<file path="src/design/ppr_pkg.sv">
// Shared types and constants for the printer packet receiver.
// Used by the top level, the parser and the checker; depends on nothing.
package ppr_pkg;

    localparam int BUFFER_BYTES = 8192;
    localparam int STRIP_BYTES  = 640;
    localparam int ADDR_W       = $clog2(BUFFER_BYTES);
    localparam int FILL_W       = $clog2(BUFFER_BYTES + 1);
    // 640 = 128 * 5: divide by 128 with a shift, then by 5 with a reciprocal
    localparam int STRIP_SHIFT  = 7;
    localparam int QUOT_W       = FILL_W - STRIP_SHIFT;
    localparam int RECIP5       = 205;
    localparam int RECIP5_SHIFT = 10;
    localparam int MAX_STRIPS   = 15;
    localparam int TDATA_W      = 32;

    localparam logic [7:0] SYNC1_BYTE = 8'h88;
    localparam logic [7:0] SYNC2_BYTE = 8'h33;
    localparam logic [7:0] ALIVE_BYTE = 8'h81;
    localparam logic [7:0] IDLE_BYTE  = 8'h00;

    localparam logic [7:0] CMD_INIT   = 8'h01;
    localparam logic [7:0] CMD_PRINT  = 8'h02;
    localparam logic [7:0] CMD_DATA   = 8'h04;
    localparam logic [7:0] CMD_STATUS = 8'h0F;

    typedef enum logic [3:0] {
        PH_SYNC1,
        PH_SYNC2,
        PH_CMD,
        PH_COMP,
        PH_LENLO,
        PH_LENHI,
        PH_DATA,
        PH_CHKLO,
        PH_CHKHI,
        PH_ALIVE,
        PH_STATUS
    } phase_t;

    typedef struct packed {
        logic [3:0] strips_ready;
        logic [3:0] feed_lines;
        logic [7:0] palette;
        logic       print_strobe;
        logic       claimed;
        logic [7:0] reply_byte;
    } result_t;

    typedef struct packed {
        logic              we;
        logic [ADDR_W-1:0] addr;
        logic [7:0]        data;
    } tile_wr_t;

endpackage

</file>
<file path="src/design/printer_packet_receiver.sv">
// Top level of the printer packet receiver: stream ports, output register,
// parser and tile store RAM. Uses ppr_pkg, ppr_parser, ppr_ram.

// One byte in gives one result out, one byte per clock while the output is
// not stalled. Each byte is parsed in the cycle it is accepted and its result
// is registered into the output register on acceptance; the input stays ready
// while that register is empty or being drained, so a stalled result holds
// off the input until it is taken. The tile store is a single-port-write RAM
// that takes at most one payload byte per cycle; it is written only, and its
// contents never reach the result. No clearing pass is needed after reset.
module printer_packet_receiver
    import ppr_pkg::*;
(
    input  logic               aclk,
    input  logic               aresetn,
    input  logic               s_tvalid,
    output logic               s_tready,
    input  logic [7:0]         s_tdata,   // [7:0] serial_byte
    output logic               m_tvalid,
    input  logic               m_tready,
    // [7:0] reply_byte, [8] claimed, [9] print_strobe, [17:10] palette,
    // [21:18] feed_lines, [25:22] strips_ready, [31:26] zero
    output logic [TDATA_W-1:0] m_tdata
);

    logic     accept;
    result_t  result;
    tile_wr_t tile_wr;
    logic     m_valid_reg, m_valid_next;
    result_t  m_data_reg;

    assign s_tready = !m_valid_reg || m_tready;
    assign accept   = s_tvalid && s_tready;

    ppr_parser u_parser (
        .aclk        (aclk),
        .aresetn     (aresetn),
        .accept      (accept),
        .serial_byte (s_tdata),
        .result      (result),
        .tile_wr     (tile_wr)
    );

    ppr_ram #(
        .WIDTH (8),
        .DEPTH (BUFFER_BYTES)
    ) u_tile_ram (
        .aclk    (aclk),
        .we      (tile_wr.we),
        .wr_addr (tile_wr.addr),
        .wr_data (tile_wr.data),
        .rd_addr (tile_wr.addr),
        .rd_data ()
    );

    assign m_valid_next = accept || (m_valid_reg && !m_tready);

    always_ff @(posedge aclk) begin
        if (!aresetn) begin
            m_valid_reg <= 1'b0;
        end else begin
            m_valid_reg <= m_valid_next;
        end
    end

    always_ff @(posedge aclk) begin
        if (accept) begin
            m_data_reg <= result;
        end
    end

    assign m_tvalid = m_valid_reg;
    assign m_tdata  = TDATA_W'(m_data_reg);

endmodule

</file>
<file path="src/design/ppr_ram.sv">
// Generic single-clock RAM: one write port, one read port, registered read.
// No dependencies.
module ppr_ram #(
    parameter int WIDTH = 8,
    parameter int DEPTH = 8192
) (
    input  logic                     aclk,
    input  logic                     we,
    input  logic [$clog2(DEPTH)-1:0] wr_addr,
    input  logic [WIDTH-1:0]         wr_data,
    input  logic [$clog2(DEPTH)-1:0] rd_addr,
    output logic [WIDTH-1:0]         rd_data
);

    logic [WIDTH-1:0] mem [DEPTH];
    logic [WIDTH-1:0] rd_data_reg;

    always_ff @(posedge aclk) begin
        if (we) begin
            mem[wr_addr] <= wr_data;
        end
        rd_data_reg <= mem[rd_addr];
    end

    assign rd_data = rd_data_reg;

endmodule

</file>
<file path="src/design/ppr_parser.sv">
// Packet parser: sync hunt, header, payload and trailer phases, command
// dispatch. Produces one result per byte and the tile store write. Uses ppr_pkg.
module ppr_parser
    import ppr_pkg::*;
(
    input  logic       aclk,
    input  logic       aresetn,
    input  logic       accept,
    input  logic [7:0] serial_byte,
    output result_t    result,
    output tile_wr_t   tile_wr
);

    phase_t            phase_reg, phase_next;
    logic [7:0]        cmd_reg, cmd_next;
    logic              comp_reg, comp_next;
    logic [15:0]       len_reg, len_next;
    logic [15:0]       cnt_reg, cnt_next;
    logic [7:0]        params_reg [4];
    logic [7:0]        params_next [4];
    logic [2:0]        ppos_reg, ppos_next;
    logic [FILL_W-1:0] fill_reg, fill_next;

    logic [15:0]              cnt_inc;
    logic [15:0]              len_full;
    logic [QUOT_W-1:0]        quot128;
    logic [QUOT_W+7:0]        quot_prod;
    logic [QUOT_W+7:0]        strips_full;
    logic                     store_room;

    assign cnt_inc    = cnt_reg + 16'd1;
    assign len_full   = {serial_byte, len_reg[7:0]};
    assign store_room = fill_reg < FILL_W'(BUFFER_BYTES);
    assign quot128    = fill_reg[FILL_W-1:STRIP_SHIFT];
    assign quot_prod  = (QUOT_W+8)'(quot128) * (QUOT_W+8)'(RECIP5);
    assign strips_full = quot_prod >> RECIP5_SHIFT;

    always_comb begin
        phase_next  = phase_reg;
        cmd_next    = cmd_reg;
        comp_next   = comp_reg;
        len_next    = len_reg;
        cnt_next    = cnt_reg;
        params_next = params_reg;
        ppos_next   = ppos_reg;
        fill_next   = fill_reg;
        result      = '0;
        tile_wr.we   = 1'b0;
        tile_wr.addr = fill_reg[ADDR_W-1:0];
        tile_wr.data = serial_byte;

        unique case (phase_reg)
            PH_SYNC1: begin
                if (serial_byte == SYNC1_BYTE) begin
                    phase_next = PH_SYNC2;
                end
            end
            PH_SYNC2: begin
                if (serial_byte == SYNC2_BYTE) begin
                    phase_next = PH_CMD;
                    ppos_next  = '0;
                end else if (serial_byte != SYNC1_BYTE) begin
                    phase_next = PH_SYNC1;
                end
            end
            PH_CMD: begin
                cmd_next   = serial_byte;
                phase_next = PH_COMP;
            end
            PH_COMP: begin
                comp_next  = serial_byte != 8'd0;
                phase_next = PH_LENLO;
            end
            PH_LENLO: begin
                len_next   = {8'd0, serial_byte};
                phase_next = PH_LENHI;
            end
            PH_LENHI: begin
                len_next   = len_full;
                cnt_next   = '0;
                phase_next = (len_full == 16'd0) ? PH_CHKLO : PH_DATA;
            end
            PH_DATA: begin
                if (cmd_reg == CMD_DATA && !comp_reg) begin
                    if (store_room) begin
                        tile_wr.we = 1'b1;
                        fill_next  = fill_reg + FILL_W'(1);
                    end
                end else if (cmd_reg == CMD_PRINT && !ppos_reg[2]) begin
                    params_next[ppos_reg[1:0]] = serial_byte;
                    ppos_next = ppos_reg + 3'd1;
                end
                cnt_next = cnt_inc;
                if (cnt_inc >= len_reg) begin
                    phase_next = PH_CHKLO;
                end
            end
            PH_CHKLO: phase_next = PH_CHKHI;
            PH_CHKHI: phase_next = PH_ALIVE;
            PH_ALIVE: begin
                result.reply_byte = ALIVE_BYTE;
                phase_next = PH_STATUS;
            end
            PH_STATUS: begin
                result.reply_byte = IDLE_BYTE;
                if (cmd_reg == CMD_INIT) begin
                    fill_next = '0;
                end else if (cmd_reg == CMD_PRINT) begin
                    result.print_strobe = 1'b1;
                    result.palette      = params_reg[2];
                    result.feed_lines   = params_reg[1][3:0];
                    result.strips_ready = (strips_full > (QUOT_W+8)'(MAX_STRIPS))
                                        ? 4'(MAX_STRIPS) : strips_full[3:0];
                    fill_next = '0;
                end
                phase_next = PH_SYNC1;
            end
            default: phase_next = PH_SYNC1;
        endcase

        result.claimed = (phase_reg != PH_SYNC1) || (phase_next != PH_SYNC1);
        tile_wr.we     = tile_wr.we && accept;
    end

    always_ff @(posedge aclk) begin
        if (!aresetn) begin
            phase_reg  <= PH_SYNC1;
            cmd_reg    <= '0;
            comp_reg   <= 1'b0;
            len_reg    <= '0;
            cnt_reg    <= '0;
            params_reg <= '{default: '0};
            ppos_reg   <= '0;
            fill_reg   <= '0;
        end else if (accept) begin
            phase_reg  <= phase_next;
            cmd_reg    <= cmd_next;
            comp_reg   <= comp_next;
            len_reg    <= len_next;
            cnt_reg    <= cnt_next;
            params_reg <= params_next;
            ppos_reg   <= ppos_next;
            fill_reg   <= fill_next;
        end
    end

endmodule

</file>
<file path="config.mk">
export PLATFORM = sky130hd
export DESIGN_NAME = printer_packet_receiver
export DESIGN_NICKNAME = d
export VERILOG_FILES = /design/src/design/ppr_pkg.sv /design/src/design/printer_packet_receiver.sv /design/src/design/ppr_ram.sv /design/src/design/ppr_parser.sv
export SDC_FILE = /design/constraint.sdc
export NUM_CORES = 1
export LEC_CHECK = 0
export BUFFER_PORTS_ARGS = -buffer_cell sky130_fd_sc_hd__clkbuf_2
export CAP_MARGIN = 10
export CORE_ASPECT_RATIO = 1.25
export CORE_MARGIN = 2
export CORE_UTILIZATION = 55
export DETAILED_ROUTE_END_ITERATION = 7
export PLACE_DENSITY = 0.79
export SETUP_SLACK_MARGIN = 0.2
export SLEW_MARGIN = 30
export SYNTH_ARGS = -nofsm -noshare
export SYNTH_HDL_FRONTEND = slang
export SYNTH_SLANG_ARGS = --single-unit
</file>
<file path="constraint.sdc">
create_clock -name aclk -period 3.65 [get_ports aclk]
set_input_delay 0.1825 -clock aclk [delete_from_list [all_inputs] [get_ports aclk]]
set_output_delay 0.1825 -clock aclk [all_outputs]
set_load 0.05 [all_outputs]
</file>
# ---- Word-level counts from Yosys, hierarchy flattened
# Cells that the tools add are included.
dict set report totals {
  out_inout_bits 34
  regBits 121
  inputBits 12
}
dict set report op_classes {
  multipliers 1
  n_lt_le_gt_ge 5
  n_reduce_logical 31
  bitwise_logic 5
  muxes 23
  n_addsub 3
  eq_ne 22
}
# operator n
set op_table {}
lappend op_table {{$pmux W16 S2} 2}
lappend op_table {{$mux W14} 4}
lappend op_table {{$pmux W4 S10} 1}
lappend op_table {{$bwmux W32} 1}
lappend op_table {{$pmux W14 S2} 1}
lappend op_table {{$mux W4} 5}
lappend op_table {{$add A16 B1 Y16 const B} 1}
lappend op_table {{$demux W8 S2} 1}
lappend op_table {{$eq A4 B3 Y1 const B} 4}
lappend op_table {{$ge A16 B16 Y1} 1}
lappend op_table {{$logic_not A16 Y1} 1}
lappend op_table {{$mux W8} 2}
lappend op_table {{$mul A7 B8 Y15 const B} 1}
lappend op_table {{$add A14 B1 Y14 const B} 1}
lappend op_table {{$lt A14 B14 Y1 const B} 1}
lappend op_table {{$eq A4 B4 Y1 const B} 3}
lappend op_table {{$reduce_and A5 Y1} 2}
lappend op_table {{$mux W3} 3}
lappend op_table {{$eq A4 B2 Y1 const B} 2}
lappend op_table {{$eq A8 B1 Y1 const B} 1}
lappend op_table {{$eq A8 B2 Y1 const B} 1}
lappend op_table {{$eq A8 B3 Y1 const B} 1}
lappend op_table {{$eq A8 B6 Y1 const B} 1}
lappend op_table {{$eq A8 B8 Y1 const B} 1}
lappend op_table {{25 further kinds} 48}

# ---- Depth between registers and ports, before layout
# Gate-level depths: netlist of the first run.
dict set report depth {
  depth_word 6
  ltp_mapped 15
  depth_no_buf 15
}

# ---- Cells and area by module
# Synthesis of the first run repeated with hierarchy kept, for this count alone.
dict set report hier_totals {
  hier_cells 694
  area_unflattened_um2 6253.5
}
# module instances area_each_um2 cells_per_inst seq_area_each_um2
set modules_own_cells {}
lappend modules_own_cells {ppr_parser 1 5366.4 656 1481.4}
lappend modules_own_cells {printer_packet_receiver 1 887.1 38 800.8}

# ---- Worst setup path after synthesis of the first run
# Ideal clock, no wire load.
dict set report synth_path {
  kind {register to register}
  from {reg u_parser.fill_reg[11]}
  to {reg m_data_reg, in the netlist m_tdata[23], data pin}
  path_buffers 0
  period_less_slack_ns 3.681
  arrival_ns 3.427
  path_stages_with_launch 16
  path_slack_ns -0.031
  path_cell_list {dfxtp_1 > ha_1 > inv_1 > fa_1 > inv_1 > ha_1 > inv_1 > fa_1 > inv_1 > ha_1 > a21oi_1 > o22ai_1 > or3_1 > a31oi_1 > xnor2_1 > o21a_1}
}
dict set report synth_between {
  elab_chain_cells 3
}
# element line_no
set synth_rtl {}
lappend synth_rtl {{start, declared} ppr_parser.sv:22} ;# logic [FILL_W-1:0] fill_reg, fill_next;
lappend synth_rtl {{start signal, assigned} ppr_parser.sv:143} ;# fill_reg <= fill_next;
lappend synth_rtl {{$mul A7 B8 Y15 (*)} ppr_parser.sv:35} ;# assign quot_prod = (QUOT_W+8)'(quot128) * (QUOT_W+8)'(RECIP5);
lappend synth_rtl {{$gt A5 B4 Y1} ppr_parser.sv:112} ;# result.strips_ready = (strips_full > (QUOT_W+8)'(MAX_STRIPS))
lappend synth_rtl {{$mux W4 (*)} ppr_parser.sv:113} ;# ? 4'(MAX_STRIPS) : strips_full[3:0];
lappend synth_rtl {{end signal, assigned} printer_packet_receiver.sv:68} ;# m_data_reg <= result;
lappend synth_rtl {{end, declared} printer_packet_receiver.sv:30} ;# result_t m_data_reg;
# Every way passes the cells marked *; elsewhere a longest branch is shown, timed or not.
# A chain may end at the register's enable or synchronous reset.

# ---- Final worst setup path of the first run
dict set report layout_path {
  from {reg u_parser.fill_reg[10]}
  to {reg m_data_reg, in the netlist m_tdata[25], data pin}
}
# Same word-level chain as after synthesis.

==> metrics.cfg, run 1 <==
[logic_synthesis]
ys_types=58
synth-seq-cells=94
synthTopCellsByArea=dfxtp_1, ha_1, edfxtp_1
synth_commonest_cells=dfxtp_1, ha_1, inv_1, nand2_1, nor2_1
yosysTopAreaCell=dfxtp_1
yosys.area.top_type_share=0.2612
synth_cells=640
synth_warnings=0
synth_edf_count=19
syn_area_mm2=0.005748
synth_ff_type=dfxtp_1
synth_area_per_cell_um2=8.981
yosysMostFrequentCell=dfxtp_1
async_flop_share=0
yosysSeqAreaShare=0.3605

[cts]
cts_buffers=9
cts_tree=built
clock_latency_ps=340
root_buffer=clkbuf_16
htreeDepth=3
clk_path_buf_depth=2
cts.clk_slew.worst_paths_ps=70
numClockSinks=94
postCtsHoldBufs=0

[power_and_ir_drop]
ir_drop_uv=213.2
powerDensity_mw_per_mm2=334.4
p_leak_nw=2.792

[timing]
slew_viol_final=0
fin_crit_ps=3676
setup_ws_ps=-26.26
finClkSkew_ps=13.24
min_period_over_period=1.007
tightestPinTransition_ps=843.1
whs_ps=80.00
finalSetupViolations=1
tns_ps=-26.26
rsz0062_at_grt=true
max_slew_margin=0.4373
hold_viol=0
clock.fmax_ghz=0.2720

[cells_and_area]
nets=742
synthToLayoutAreaGrowth_pct=13.06
num-fill-cells=848
largest_reg_flops=19
final_util=0.6398
num_antenna_cells=0
stdcell_count=802
drive_above_1_share=0.1560

[global_routing]
overflow=0
grt_max_degree=53
grt_first_pass_wirelength_um=20170
grt_pass1_vias=4434
antenna_found_initial=0
track_usage=0.2223

[routing]
first_pass_iters=4
drc=0
vias_per_cell=5.663
drtIter0Drc=390
drtAntennaViolNets=0
wl_per_cell_um=15.33
wl_um=12300
vias=4542

[setup_path]
crit_type=reg2reg
worstSetupStartpointType=flop
r2r_cells=11
endpoint_kind=flop
cp_max_fo=6
arrival_ps=3840
required_ps=3810

[place]
dp.cells=782
portBuffers=33
dpl.hpwl_um=8656
finalWeightedCongestion=0.8150

[status]
violations=setup timing
outcome=complete, but fails checks

[floorplanning]
row_count=41
die_h_um=118.3
core_area_mm2=0.01016
io_pins=46
die_w_um=95.44
start_util=0.5659
die_area_mm2=0.01129

[min_path]
min_path_cells=3
hp-class=in2reg

[run]
maxCapViolations=0

[layout by cell type (no fill, tap or decap), types with 6 or more instances in the layout]
master	n
a21boi_0	27
a21o_1	9
a21oi_1	25
and2_1	17
buf_4	10
clkbuf_16	9
clkbuf_2	33
conb_1	12
dfxtp_1	70
edfxtp_1	19
fa_1	8
ha_1	46
ha_4	8
inv_1	41
inv_2	6
mux2i_1	27
nand2_1	42
nand2b_1	8
nand3_1	32
nand4_1	8
nor2_1	41
nor2b_1	24
nor3_1	21
nor4_1	6
o21a_1	12
o21ai_0	19
or3_1	7
xnor2_1	13
xor2_1	7
[area by class of cell]
type / instances / area (um2) / share of cell area
timing repair buffer: 43 / 240.2 / 0.03697
clock inverter: 6 / 72.57 / 0.01117
inverter: 47 / 176.4 / 0.02715
multi-input combinational: 473 / 3533 / 0.5437
sequential: 94 / 2086 / 0.3209
tap: 129 / 161.4 / 0.02484
clock buffer: 10 / 229.0 / 0.03523
[worst paths after layout]
| check | start | end | slack [ps] |
|---|---|---|---|
| setup / recovery | u_parser.fill_reg[10] | m_tdata[25] | -30 |
| hold / removal | s_tvalid | m_tvalid | 80 |
| setup reg to reg | u_parser.fill_reg[10] | m_tdata[25] | -30 |
| hold reg to reg | u_parser.comp_reg | u_parser.comp_reg | 460 |
[routing by layer]
layer,part of all wire,vias up,GRT usage
li1,-,2262,-
met1,0.42,2152,0.2607
met2,0.51,100,0.3904
met3,0.042,28,0.03952
met4,0.025,0,0.09286
met5,0,-,0
[critical path, cell delays in order (launching register included)]
cell	delay [ps]
dfxtp_4	380
ha_4	250
ha_1	170
or2_2	300
fa_1	460
ha_1	320
ha_1	230
or3_1	380
or3_4	430
and3_4	160
a21o_1	160
a221oi_2	250
[kinds of logic (layout without fill, tap and decap cells)]
kind of cell | Yosys count | after routing | share of synthesized area
mux | 27 | 27 | 0.04702
simple gates | 236 | 236 | 0.2153
buf+inv | 84 | 106 | 0.06487
other cells | 1 | 12 | 0.0006524
xor+xnor | 21 | 21 | 0.03200
fa+ha+maj | 62 | 62 | 0.1454
compound gates | 115 | 115 | 0.1343
flops | 94 | 94 | 0.3605
[report_power, final]
part | total (mW) | switching (mW) | internal, mW
logic | 0.137 | 0.113 | 0.0239
clock network | 0.962 | 0.419 | 0.543
registers | 1.07 | 0.00685 | 1.07
[timing repair]
action,4_1_cts,5_1_grt
pin swaps,4,3
endpoints found under the hold margin,0,0
buffers inserted,3,1
endpoints found under the setup margin,4,4
gates resized for setup,16,6
[per-stage QoR]
stage | worst slack [ps] | power (mW) | cell area, um2
global placement | 84.09 | 1.234 | 6041
CTS | 58.37 | 2.188 | 6464
finish | -26.26 | 2.173 | 6499
global route | -108.5 | 2.235 | 6499
floorplan | 206.4 | 1.210 | 5873
detailed placement | -94.31 | 1.236 | 6048
No activity file was read; power rests on OpenSTA's default activity.
==> run 2, diff against run 1 <==
Settings changed: CORE_UTILIZATION 55 to 57, CTS_BUF_LIST set to sky130_fd_sc_hd__clkbuf_8, MAX_ROUTING_LAYER set to met4, PLACE_DENSITY 0.79 to 0.81, SLEW_MARGIN 30 to 20.
==> run 2 against run 1 <==
Compared with the run above:
- clock skew fell by 4.7 ps
- sequential power is essentially flat
- the run now ends clean
- critical path depth is 4 higher
- via count decreased by 2.0%
- clock power is 30% lower
- fmax increased by 1.6%
==> metrics.cfg, run 2 (synthesis gave the netlist of run 1 again) <==
[status]
outcome=completed

[setup_path]
required_ps=3780
arrival_ps=3750
crit_type=reg2reg
cp_max_fo=4
crit_chain=ha_4 -> inv_2 -> fa_1 -> inv_1 -> ha_1 -> inv_1 -> fa_1 -> inv_2 -> ha_4 -> a21oi_4 -> o22ai_2 -> or3_4 -> a31oi_1 -> xnor2_1 -> o21a_1
worstSetupStartpointType=flop
slowest_stage=fa_1
reg2reg_setup_slack_ps=30
endpoint_kind=flop
cpPeakStageDelay_ps=500

[cells_and_area]
most-common-layout-cells=dfxtp_1, ha_1, inv_1, nand2_1, nor2_1
largest_reg_flops=19
final_util=0.6379
drive_above_1_share=0.1473
mostFrequentLayoutCell=dfxtp_1
num_antenna_cells=0
nets=741
synthToLayoutAreaGrowth_pct=10.45

[floorplanning]
die_area_mm2=0.01091
start_util=0.5776
die_w_um=93.82
die_h_um=116.3
io_pins=46
row_count=41
core_area_mm2=0.009952

[timing]
fin_crit_ps=3617
whs_ps=74.01
finalSetupViolations=0
max_slew_margin=0.4774
slew_viol_final=0
rsz0062_at_grt=true
tightestPinTransition_ps=783.0
finClkSkew_ps=8.544
hold_viol=0
clock.fmax_ghz=0.2765
min_period_over_period=0.9910

[routing]
wl_per_cell_um=14.83
wl_um=11880
drtAntennaViolNets=0
vias=4452
vias_per_cell=5.558
first_pass_iters=5
drtIter0Drc=368
drc=0

[min_path]
hp-class=in2reg

[run]
maxCapViolations=0

[global_routing]
overflow=0
grt_max_degree=53
track_usage=0.2350
antenna_found_initial=0
grt_first_pass_wirelength_um=19800
grt_pass1_vias=4373

[power_and_ir_drop]
p_leak_nw=2.713
ir_drop_uv=166.2
powerDensity_mw_per_mm2=297.5

[place]
finalWeightedCongestion=0.8962
dpl.hpwl_um=8555
portBuffers=33

[cts]
root_buffer=clkbuf_8
clock_latency_ps=370
numClockSinks=94
clk_path_buf_depth=2
cts_buffers=9
cts.clk_slew.worst_paths_ps=100
cts_tree=built
htreeDepth=3

run 2: cell count changes in the layout (fill, tap and decap cells not counted), sizes merged:
| cell | change |
|---|---|
| buf | -1 |
| bufinv | -1 |
| clkbuf | -1 |
| clkinv | +2 |
| clkinvlp | +1 |
| inv | -1 |
run 2: layout make-up:
class,instances,area (um2)
Fill cell,814,3603
Multi-Input combinational cell,473,3500
Sequential cell,94,2086
Timing Repair Buffer,42,232.7
Inverter,47,176.4
Tap cell,129,161.4
Clock buffer,9,123.9
Clock inverter,7,68.82
run 2: repair_timing:
| item | CTS | global route |
|---|---|---|
| setup buffers | 3 | 0 |
| setup endpoints to repair | 4 | 4 |
| endpoints found under the hold margin | 0 | 0 |
| pin swaps | 8 | 3 |
| gates resized for setup | 14 | 1 |
| hold buffers | 0 | 0 |
run 2: worst max-delay path, delay by kind of cell, from the launching register on:
kind            cells  cell delay (ps)
xor+xnor            1              110
flops               1              380
compound gates      4              590
buf+inv             4              180
simple gates        1              360
fa+ha+maj           5             1740
run 2: power breakdown:
part	internal [mW]	switching, mW	leakage (nW)
logic	0.0239	0.112	1.82
clock network	0.265	0.413	0.0964
registers	1.07	0.00692	0.796
run 2: final timing paths:
path / start / cells past startpoint / endpoint
max: u_parser.fill_reg[11] / 15 / m_tdata[22]
min: s_tvalid / 3 / m_tvalid
max reg2reg: u_parser.fill_reg[11] / 15 / m_tdata[22]
min reg2reg: u_parser.params_reg[16] / 2 / u_parser.params_reg[16]
run 2: stage by stage:
step | cells | worst slack [ps] | TNS, ps | total power, mW | area [um2]
2_1_floorplan | 651 | 206.4 | 0 | 1.210 | 5873
3_3_place_gp | 781 | 80.84 | 0 | 1.234 | 6041
3_5_place_dp | 782 | -59.84 | -137.9 | 1.235 | 6048
4_1_cts | 801 | 46.62 | 0 | 1.905 | 6341
5_1_grt | 801 | -104.0 | -340.5 | 1.949 | 6349
6_report | 801 | 32.73 | 0 | 1.889 | 6349
run 2: routing by layer:
layer / vias up / GRT usage / part of all wire
met1: 2104 / 0.2671 / 0.43
met5: - / - / 0
met4: 0 / 0.07150 / 0.011
li1: 2250 / - / -
met2: 87 / 0.4248 / 0.52
met3: 11 / 0.03677 / 0.041
